### src/rtl/fqs_pkg.sv
package fqs_pkg;

  localparam int DefaultDepth = 16;

  localparam int DataW  = 32;
  localparam int CmdW   = 2;
  localparam int StatW  = 2;
  localparam int PosW   = 4;
  localparam int CountW = 5;

  localparam logic [CmdW-1:0] CmdPush   = 2'd0;
  localparam logic [CmdW-1:0] CmdPop    = 2'd1;
  localparam logic [CmdW-1:0] CmdSearch = 2'd2;
  localparam logic [CmdW-1:0] CmdClear  = 2'd3;

  localparam logic [StatW-1:0] StatOk    = 2'd0;
  localparam logic [StatW-1:0] StatEmpty = 2'd1;
  localparam logic [StatW-1:0] StatFull  = 2'd2;

endpackage

### src/rtl/fifo_queue_with_search_top.sv
// fifo queue with search: one command per start transfer, one result per command on done_o
// push, clear, and empty pop or search finish from idle; a pop passes through StPop
// search: one entry compared per cycle from head to tail, ending at a match or the tail
// busy_o drops in the cycle the result is shown
// the next transfer can land on the edge that ends that cycle; the receiver cannot stall
// reset (async, active low) empties the queue; entry contents are not cleared
module fifo_queue_with_search_top #(
  parameter int DEPTH = fqs_pkg::DefaultDepth
) (
  input  logic                             clk_i,
  input  logic                             rst_ni,
  input  logic                             start_i,
  output logic                             busy_o,
  input  logic [fqs_pkg::CmdW-1:0]         command_i,
  input  logic signed [fqs_pkg::DataW-1:0] value_i,
  output logic                             done_o,
  output logic [fqs_pkg::StatW-1:0]        status_o,
  output logic signed [fqs_pkg::DataW-1:0] data_out_o,
  output logic                             found_o,
  output logic [fqs_pkg::PosW-1:0]         position_o,
  output logic [fqs_pkg::CountW-1:0]       count_o
);

  localparam int AddrW = $clog2(DEPTH);
  localparam int CntW  = $clog2(DEPTH + 1);

  localparam logic [1:0] StIdle = 2'd0;
  localparam logic [1:0] StPop  = 2'd1;
  localparam logic [1:0] StSrch = 2'd2;

  logic [1:0] state_q, state_d;
  logic [AddrW-1:0] head_q, head_d, tail_q, tail_d;
  logic [CntW-1:0] cnt_q, cnt_d;
  logic [AddrW-1:0] scan_ptr_q, scan_ptr_d;
  logic [AddrW-1:0] scan_off_q, scan_off_d;
  logic [fqs_pkg::DataW-1:0] key_q, key_d;

  logic [fqs_pkg::DataW-1:0] mem [DEPTH];
  logic [fqs_pkg::DataW-1:0] rd_data_q;
  logic [AddrW-1:0] rd_addr;
  logic we;

  logic done_q, done_d;
  logic [fqs_pkg::StatW-1:0] status_q, status_d;
  logic [fqs_pkg::DataW-1:0] data_q, data_d;
  logic found_q, found_d;
  logic [fqs_pkg::PosW-1:0] pos_q, pos_d;
  logic [fqs_pkg::CountW-1:0] count_q, count_d;

  logic accept;
  logic full, empty;
  logic last_entry;
  logic [CntW+fqs_pkg::CountW-1:0] cnt_ext;
  logic [AddrW+fqs_pkg::PosW-1:0] off_ext;

  function automatic logic [AddrW-1:0] ring_next(input logic [AddrW-1:0] idx);
    logic [AddrW-1:0] r;
    if (idx == AddrW'(DEPTH - 1)) begin
      r = '0;
    end else begin
      r = idx + AddrW'(1);
    end
    return r;
  endfunction

  assign accept = start_i && (state_q == StIdle);
  assign full   = (cnt_q == CntW'(DEPTH));
  assign empty  = (cnt_q == '0);
  assign last_entry = (CntW'({1'b0, scan_off_q} + (AddrW+1)'(1)) == cnt_q);
  assign off_ext = {{fqs_pkg::PosW{1'b0}}, scan_off_q};
  assign we = accept && (command_i == fqs_pkg::CmdPush) && !full;

  always_comb begin
    state_d    = state_q;
    head_d     = head_q;
    tail_d     = tail_q;
    cnt_d      = cnt_q;
    scan_ptr_d = scan_ptr_q;
    scan_off_d = scan_off_q;
    key_d      = key_q;
    rd_addr    = head_q;
    done_d     = 1'b0;
    status_d   = fqs_pkg::StatOk;
    data_d     = '0;
    found_d    = 1'b0;
    pos_d      = '0;
    case (state_q)
      StIdle: begin
        if (accept) begin
          case (command_i)
            fqs_pkg::CmdPush: begin
              done_d = 1'b1;
              if (full) begin
                status_d = fqs_pkg::StatFull;
              end else begin
                tail_d = ring_next(tail_q);
                cnt_d  = cnt_q + CntW'(1);
              end
            end
            fqs_pkg::CmdPop: begin
              if (empty) begin
                done_d   = 1'b1;
                status_d = fqs_pkg::StatEmpty;
              end else begin
                state_d = StPop;
              end
            end
            fqs_pkg::CmdSearch: begin
              if (empty) begin
                done_d   = 1'b1;
                status_d = fqs_pkg::StatEmpty;
              end else begin
                key_d      = value_i;
                scan_ptr_d = head_q;
                scan_off_d = '0;
                state_d    = StSrch;
              end
            end
            default: begin
              done_d = 1'b1;
              head_d = '0;
              tail_d = '0;
              cnt_d  = '0;
            end
          endcase
        end
      end
      StPop: begin
        done_d  = 1'b1;
        data_d  = rd_data_q;
        head_d  = ring_next(head_q);
        cnt_d   = cnt_q - CntW'(1);
        state_d = StIdle;
      end
      StSrch: begin
        rd_addr    = ring_next(scan_ptr_q);
        scan_ptr_d = rd_addr;
        scan_off_d = scan_off_q + AddrW'(1);
        if (rd_data_q == key_q) begin
          done_d  = 1'b1;
          found_d = 1'b1;
          pos_d   = off_ext[fqs_pkg::PosW-1:0];
          state_d = StIdle;
        end else if (last_entry) begin
          done_d  = 1'b1;
          state_d = StIdle;
        end
      end
      default: begin
        state_d = StIdle;
      end
    endcase
    cnt_ext = {{fqs_pkg::CountW{1'b0}}, cnt_d};
    count_d = cnt_ext[fqs_pkg::CountW-1:0];
  end

  always_ff @(posedge clk_i) begin
    if (we) begin
      mem[tail_q] <= value_i;
    end
    rd_data_q <= mem[rd_addr];
  end

  always_ff @(posedge clk_i or negedge rst_ni) begin
    if (!rst_ni) begin
      state_q <= StIdle;
      head_q  <= '0;
      tail_q  <= '0;
      cnt_q   <= '0;
      done_q  <= 1'b0;
    end else begin
      state_q <= state_d;
      head_q  <= head_d;
      tail_q  <= tail_d;
      cnt_q   <= cnt_d;
      done_q  <= done_d;
    end
  end

  always_ff @(posedge clk_i) begin
    scan_ptr_q <= scan_ptr_d;
    scan_off_q <= scan_off_d;
    key_q      <= key_d;
    status_q   <= status_d;
    data_q     <= data_d;
    found_q    <= found_d;
    pos_q      <= pos_d;
    count_q    <= count_d;
  end

  assign busy_o     = (state_q != StIdle);
  assign done_o     = done_q;
  assign status_o   = status_q;
  assign data_out_o = data_q;
  assign found_o    = found_q;
  assign position_o = pos_q;
  assign count_o    = count_q;

`ifndef NO_ASSERTIONS
  a_cnt_bound: assert property (@(posedge clk_i) disable iff (!rst_ni)
    cnt_q <= CntW'(DEPTH))
    else $error("entry count above depth");

  a_srch_nonempty: assert property (@(posedge clk_i) disable iff (!rst_ni)
    (state_q == StSrch) |-> (cnt_q != '0) && (scan_off_q < AddrW'(cnt_q - CntW'(1)) ||
    CntW'(scan_off_q) == cnt_q - CntW'(1)))
    else $error("search offset outside held entries");

  a_push_grows: assert property (@(posedge clk_i) disable iff (!rst_ni)
    (accept && command_i == fqs_pkg::CmdPush && !full) |=>
    (cnt_q == $past(cnt_q) + CntW'(1)) && done_o && status_o == fqs_pkg::StatOk)
    else $error("accepted push did not add an entry");

  a_found_ok: assert property (@(posedge clk_i) disable iff (!rst_ni)
    (done_o && found_o) |-> (status_o == fqs_pkg::StatOk && data_out_o == '0))
    else $error("search hit with bad status or data");
`endif

endmodule
### config.mk
export PLATFORM = sky130hd
export DESIGN_NAME = fifo_queue_with_search_top
export DESIGN_NICKNAME = d
export VERILOG_FILES = /design/src/rtl/fqs_pkg.sv /design/src/rtl/fifo_queue_with_search_top.sv
export SDC_FILE = /design/constraint.sdc
export NUM_CORES = 1
export LEC_CHECK = 0
export CELL_PAD_IN_SITES_DETAIL_PLACEMENT = 1
export CELL_PAD_IN_SITES_GLOBAL_PLACEMENT = 1
export CORE_MARGIN = 3
export CORE_UTILIZATION = 45
export DETAILED_ROUTE_END_ITERATION = 16
export DONT_BUFFER_PORTS = 1
export HOLD_SLACK_MARGIN = 0.03
export PLACE_DENSITY_LB_ADDON = 0.1
export SKIP_CTS_REPAIR_TIMING = 1
export SLEW_MARGIN = 20
export SYNTH_ARGS = -nofsm -noshare
export SYNTH_HDL_FRONTEND = slang
export SYNTH_SLANG_ARGS = --single-unit
### constraint.sdc
create_clock -name clk_i -period 9.66 [get_ports clk_i]
set_input_delay 1.932 -clock clk_i [delete_from_list [all_inputs] [get_ports clk_i]]
set_output_delay 1.932 -clock clk_i [all_outputs]
set_load 0.1 [all_outputs]
==> out/results.ini, run 1 <==
[global_route]
grt_max_degree = 126
grt_pass1_wl_mm = 93.3
grt_usage_pct = 22.5
grt_pass1_vias = 13500
antenna_found_initial = 2
overflow = 0

[logic_synthesis]
synth_area_mm2 = 0.0247
async_flop_share_pct = 2.48
syn_inst = 1392
ys_ff_latch = 644
synth.distinct_cells = 56
synthesis.nets = 1443
synth_edf_count = 552
yosysWarnings = 0
syn_avg_cell_area_um2 = 17.7
yosysSeqAreaShare_pct = 75.0
synth-main-ff-cell = edfxtp_1

[floorplanning]
initial_utilization_pct = 45.7
fp.dieW_um = 240
num_rows = 85
die-area_mm2 = 0.0577
die_y_um = 240
io_pins = 83
core_mm2 = 0.0540

[pwr]
p_switching_mw = 2.81
ir_worst_vdd_mv = 0.279
sw_frac_of_total_pct = 33.0
power_frac_comb_pct = 28.3
p_int_mw = 5.72
pwr_density_cell_mw_per_mm2 = 306
fin_total_pwr_mw = 8.53
p_seq_share_pct = 40.8
power.share.clock_pct = 30.8
leakagePower_nw = 9.24

[detailed_routing]
drt_iter0_drc = 1163
met1Wirelength_mm = 28.2
vias_per_cell = 5.97
wl_met3_mm = 2.72
postRouteAntennaNets = 0
first_pass_iters = 4
drc = 0
dr.max_layer_used = met4
wirelength_mm = 64.0
wl_per_cell_um = 29.6
vias = 12900
dr_wl_met2_mm = 31.3

[finish]
post_layout_nonfiller_instances = 2164
drive_gt1_share_pct = 21.8
multi_input_area_mm2 = 0.00578
area_delta_synth_final_pct = 12.9
finalNetCount = 1464
register_area_mm2 = 0.0185
antennaDiodeCount = 0
fin_util_pct = 51.6
fillers = 4921

[worst_setup_path]
path_depth = 9
cp_slowest_cell = and2b_2
cp_max_fo = 46
crit_top_cell = buf_4
crit_family = simple AND/OR/NAND/NOR gates
critical_path_arrival_ns = 5.38
critPathCaptureType = flip-flop
critPathKind = reg2reg
crit_start = state_q[0]$_DFFE_PN0P_
slowest_delay_ns = 1.05
crit_path_start_kind = flip-flop
worstPathRequired_ns = 10.17
critPathBufInv = 4
path_cells = buf_4 -> and2b_2 -> mux2i_4 -> buf_4 -> buf_4 -> inv_2 -> nand2_1 -> o22ai_1 -> o32ai_1
reg2reg_depth = 9
regToRegStartpoint = state_q[0]$_DFFE_PN0P_

[placed_design]
placed_cells = 2038
place_congestion = 0.784
port_buffers = 0
dp.final_hpwl_mm = 34.5

[sta]
setup_tns_ns = 0
finalSetupViolations = 0
worst_slew_pin_slew_ns = 1.12
rsz0062_at_grt = no
drv_slew = 0
relSlewSlack_pct = 25.1
final.min_clock_period_ns = 4.87
timing.hold.ws_ns = 0.519
clock.fmax_ghz = 0.205
clock_skew_ns = 0.0159
min_period_over_period_pct = 50.4
hold_viol_final = 0

[clock_tree]
insertion_delay_ns = 0.61
cts.path.max_buffers = 3
htree_levels = 3
cts_root_buffer = clkbuf_16
numCtsBuffers = 69
cts.sinks = 644
clk_pin_slew_ns = 0.06
cts_tree = done

[hold_path]
holdCritPathClass = reg2reg
hold_depth = 1
hold_start = head_q[3]$_DFFE_PN0P_

[status]
status = completed

[flow_run]
cap_violations = 0

[routing by layer]
layer / track usage [%] / vias up
met2: 37.0 / 318
li1: - / 5599
met4: 6.78 / 0
met5: 0 / -
met3: 4.14 / 100
met1: 30.9 / 6905
[layout by cell type (no fill, tap or decap), types with 6 or more instances in the layout]
master / count
a21oi_1: 7
and2_1: 6
and3_1: 34
buf_4: 33
clkbuf_1: 13
clkbuf_16: 73
clkbuf_8: 12
clkinv_1: 13
clkinv_2: 10
dfrtp_1: 15
dfxtp_1: 76
edfxtp_1: 552
ha_1: 14
inv_1: 44
mux2_2: 94
mux4_2: 64
nand2_1: 23
nand3_1: 7
nor2_1: 73
nor2_4: 12
nor4_1: 8
o2111ai_1: 32
o211ai_1: 33
o21ai_0: 6
o21ai_1: 7
o221ai_1: 32
o22ai_1: 33
o32ai_1: 33
xor2_1: 35
[stage by stage]
stage          worst slack (ns)  instance area [µm²]
3_3_place_gp               4.87                25600
2_1_floorplan              4.27                24700
4_1_cts                    4.72                27900
5_1_grt                    4.50                27900
3_5_place_dp               4.74                25600
6_report                   4.79                27900
[synthesized netlist by cell type (24+ instances only)]
master	instances	share of area, %
nand2_1	25	0.38
o2111ai_1	32	1.1
inv_1	44	0.67
mux2_2	94	4.3
xor2_1	35	1.2
o22ai_1	33	0.84
o32ai_1	33	1.2
buf_2	24	0.49
nor2_1	85	1.3
clkbuf_1	50	0.76
o211ai_1	33	1.0
edfxtp_1	552	67
and3_1	35	0.89
mux4_2	64	5.8
dfxtp_1	76	6.2
o221ai_1	32	1.1
[power by group through the flow]
stage / combinational [mW] / sequential, mW / clock, mW
after global placement: 2.40 / 3.54 / 0
after global routing: 2.62 / 3.50 / 2.80
after floorplan: 1.77 / 3.48 / 0
final: 2.42 / 3.48 / 2.63
after detailed placement: 2.45 / 3.54 / 0
after CTS: 2.46 / 3.48 / 2.68
[cell families (layout without fill, tap and decap cells)]
family          Yosys count  in the layout  share of synthesized area, %
flops                   644            644                          75.0
compound gates          205            205                          6.43
simple gates            197            197                          3.88
mux                     163            163                          10.4
buf+inv                 131            207                          2.27
xor+xnor                 38             38                          1.35
fa+ha+maj                14             14                         0.710
[final timing paths]
kind	slack, ns	endpoint
hold / removal	0.52	head_q[3]$_DFFE_PN0P_
setup reg to reg	4.79	rd_data_q[31]$_DFF_P_
max in group asynchronous	8.56	state_q[0]$_DFFE_PN0P_
min in group asynchronous	1.02	tail_q[3]$_DFFE_PN0P_
setup / recovery	4.79	rd_data_q[31]$_DFF_P_
hold reg to reg	0.52	head_q[3]$_DFFE_PN0P_
[state kept, by name (all words and copies together), names as in the netlist]
| register | cells |
|---|---|
| cnt_q | 5 |
| count_o | 5 |
| data_out_o | 32 |
| done_o | 1 |
| found_o | 1 |
| head_q | 4 |
| key_q | 32 |
| mem | 512 |
| position_o | 4 |
| rd_data_q | 32 |
| scan_off_q | 4 |
| scan_ptr_q | 4 |
| state_q | 2 |
| status_o | 2 |
| tail_q | 4 |
[final cells by class]
cell class	count	share of cell area (%)
repair buffers	34	0.961
clock inverters	28	0.795
inverters	47	0.638
multi-input cells	617	20.7
well taps	696	3.13
clock buffers	98	7.33
flip-flops and latches	644	66.4
(Power assumes the default switching activity.)
==> inputs of run 2 (changes only) <==
clock period = 4.6 ns   (was 9.66 ns; I/O delays follow)
==> run 2 against run 1 <==
  * Register-to-register slack lost 3.3 ns
  * Core utilization is 0.55 points higher
  * Non-clock buffer count up 23
  * Fmax grew 57%
  * Via count rose by 1.4%
  * Cell count up 1.2%
  * Power rose by 110%
==> out/results.ini, run 2 (synthesis gave the netlist of run 1 again) <==
[pwr]
power.share.clock_pct = 30.4
p_seq_share_pct = 39.9
leakagePower_nw = 9.40
p_int_mw = 12.3
ir_worst_vdd_mv = 0.578
sw_frac_of_total_pct = 32.9
p_switching_mw = 6.03
power_frac_comb_pct = 29.7
pwr_density_cell_mw_per_mm2 = 650

[finish]
area_delta_synth_final_pct = 14.1
finalNetCount = 1488
top_register = mem
fin_area_mm2 = 0.0282
drive_gt1_share_pct = 23.0
layout_commonest_cell = edfxtp_1
antennaDiodeCount = 0
layout_common_cells = edfxtp_1, mux2_2, dfxtp_1, nor2_1, clkbuf_16
largest_reg_flops = 512

[worst_setup_path]
reg2reg_slack_ns = 1.50
reg2reg_depth = 7
critPathCaptureType = flip-flop
cp_max_fo = 45
critical_path_arrival_ns = 3.57
crit_path_start_kind = flip-flop
regToRegStartpoint = state_q[0]$_DFFE_PN0P_
reg2reg_to = rd_data_q[18]$_DFF_P_
worstPathRequired_ns = 5.07
critPathKind = reg2reg

[hold_path]
hold_start = value_i[2]
hold_depth = 0
holdCritPathClass = in2reg
hold_end = mem[3][2]$_DFFE_PP_

[clock_tree]
cts.path.max_buffers = 3
htree_levels = 3
numCtsBuffers = 70
cts.sinks = 644
clk_pin_slew_ns = 0.06
cts_tree = done
cts_root_buffer = clkbuf_16
insertion_delay_ns = 0.60

[sta]
clock.fmax_ghz = 0.323
drv_slew = 0
worst_slew_pin_slew_ns = 0.978
setup_tns_ns = 0
min_period_over_period_pct = 67.3
rsz0062_at_grt = no
final.min_clock_period_ns = 3.10
hold_viol_final = 0
finalSetupViolations = 0
relSlewSlack_pct = 34.8
clock_skew_ns = 0.0189

[global_route]
grt_pass1_vias = 13800
overflow = 0
grt_usage_pct = 23.2
grt_max_degree = 67
grt_pass1_wl_mm = 95.9
antenna_found_initial = 2

[floorplanning]
die_y_um = 240
core_mm2 = 0.0540
io_pins = 83
fp.dieW_um = 240
die-area_mm2 = 0.0577
initial_utilization_pct = 45.7
num_rows = 85

[detailed_routing]
vias = 13100
wl_per_cell_um = 30.0
drc = 0
first_pass_iters = 5
drt_iter0_drc = 1122
wirelength_mm = 65.7
postRouteAntennaNets = 0
vias_per_cell = 5.98

[placed_design]
dp.final_hpwl_mm = 37.1
port_buffers = 0
place_area_mm2 = 0.0259
place_congestion = 0.764

[status]
status = completed

[flow_run]
cap_violations = 0

## run 2: changes by cell type in the layout (fill, tap and decap cells not counted)
| cell | before | now |
|---|---|---|
| bufinv_16 | 3 | 5 |
| clkbuf_1 | 13 | 20 |
| buf_4 | 33 | 46 |
| inv_1 | 44 | 43 |
| and3_4 | 1 | 0 |
| clkinv_1 | 13 | 8 |
| clkinv_4 | 0 | 1 |
| clkinv_2 | 10 | 12 |
| dlygate4sd3_1 | 0 | 1 |
| clkbuf_8 | 12 | 7 |
| clkinvlp_4 | 0 | 1 |
| buf_12 | 1 | 9 |
| and3_2 | 0 | 1 |
| buf_6 | 0 | 1 |
## run 2: critical path: stages, from the launching register on
cell and delay, ns:
dfrtp_2 0.39, buf_4 0.30, nand2b_1 0.38, a2bb2oi_4 0.66, buf_4 0.37, mux4_2 0.54, nor2_1 0.19, o32ai_1 0.11
## run 2: worst max-delay path by stage
stage,from,end,slack (ns),cells after the start
floorplan,start_i,mem[3][0]$_DFFE_PP_,0.22,4
global placement,state_q[0]$_DFFE_PN0P_,rd_data_q[0]$_DFF_P_,1.53,7
detailed placement,state_q[0]$_DFFE_PN0P_,rd_data_q[18]$_DFF_P_,1.50,7
CTS,state_q[0]$_DFFE_PN0P_,rd_data_q[18]$_DFF_P_,1.48,7
global route,state_q[0]$_DFFE_PN0P_,rd_data_q[7]$_DFF_P_,1.39,7
finish,state_q[0]$_DFFE_PN0P_,rd_data_q[18]$_DFF_P_,1.50,7
## run 2: through the flow
| stage | util (%) | power, mW | hold slack, ns | setup slack [ns] | cells |
|---|---|---|---|---|---|
| 2_1_floorplan | - | 11.0 | 0.460 | 0.225 | 1392 |
| 3_3_place_gp | 47.9 | 12.9 | 0.505 | 1.53 | 2060 |
| 3_5_place_dp | 47.9 | 12.9 | 0.506 | 1.50 | 2060 |
| 4_1_cts | 52.1 | 18.5 | -0.0252 | 1.48 | 2188 |
| 5_1_grt | 52.1 | 19.1 | 0.376 | 1.39 | 2189 |
| 6_report | 52.1 | 18.3 | 0.412 | 1.50 | 2189 |
## run 2: layer usage
layer,routed length [µm],GRT usage [%],vias to the layer above
met5,0,0,-
met4,1880,7.67,0
met3,3140,3.79,111
met2,32200,38.3,353
met1,28500,31.6,6974
li1,-,-,5661
## run 2: power by group through the flow
stage / registers, mW / clock network [mW] / logic (mW)
2_1_floorplan: 7.30 / 0 / 3.71
3_3_place_gp: 7.42 / 0 / 5.43
3_5_place_dp: 7.43 / 0 / 5.48
4_1_cts: 7.31 / 5.69 / 5.51
5_1_grt: 7.34 / 5.93 / 5.85
6_report: 7.31 / 5.56 / 5.43
## run 2: cell type report
cell class,count,area (µm²)
well taps,696,871
repair buffers,57,547
flip-flops and latches,644,18500
clock inverters,28,285
inverters,47,178
clock buffers,100,2000
fillers,4910,25900
multi-input cells,617,5770
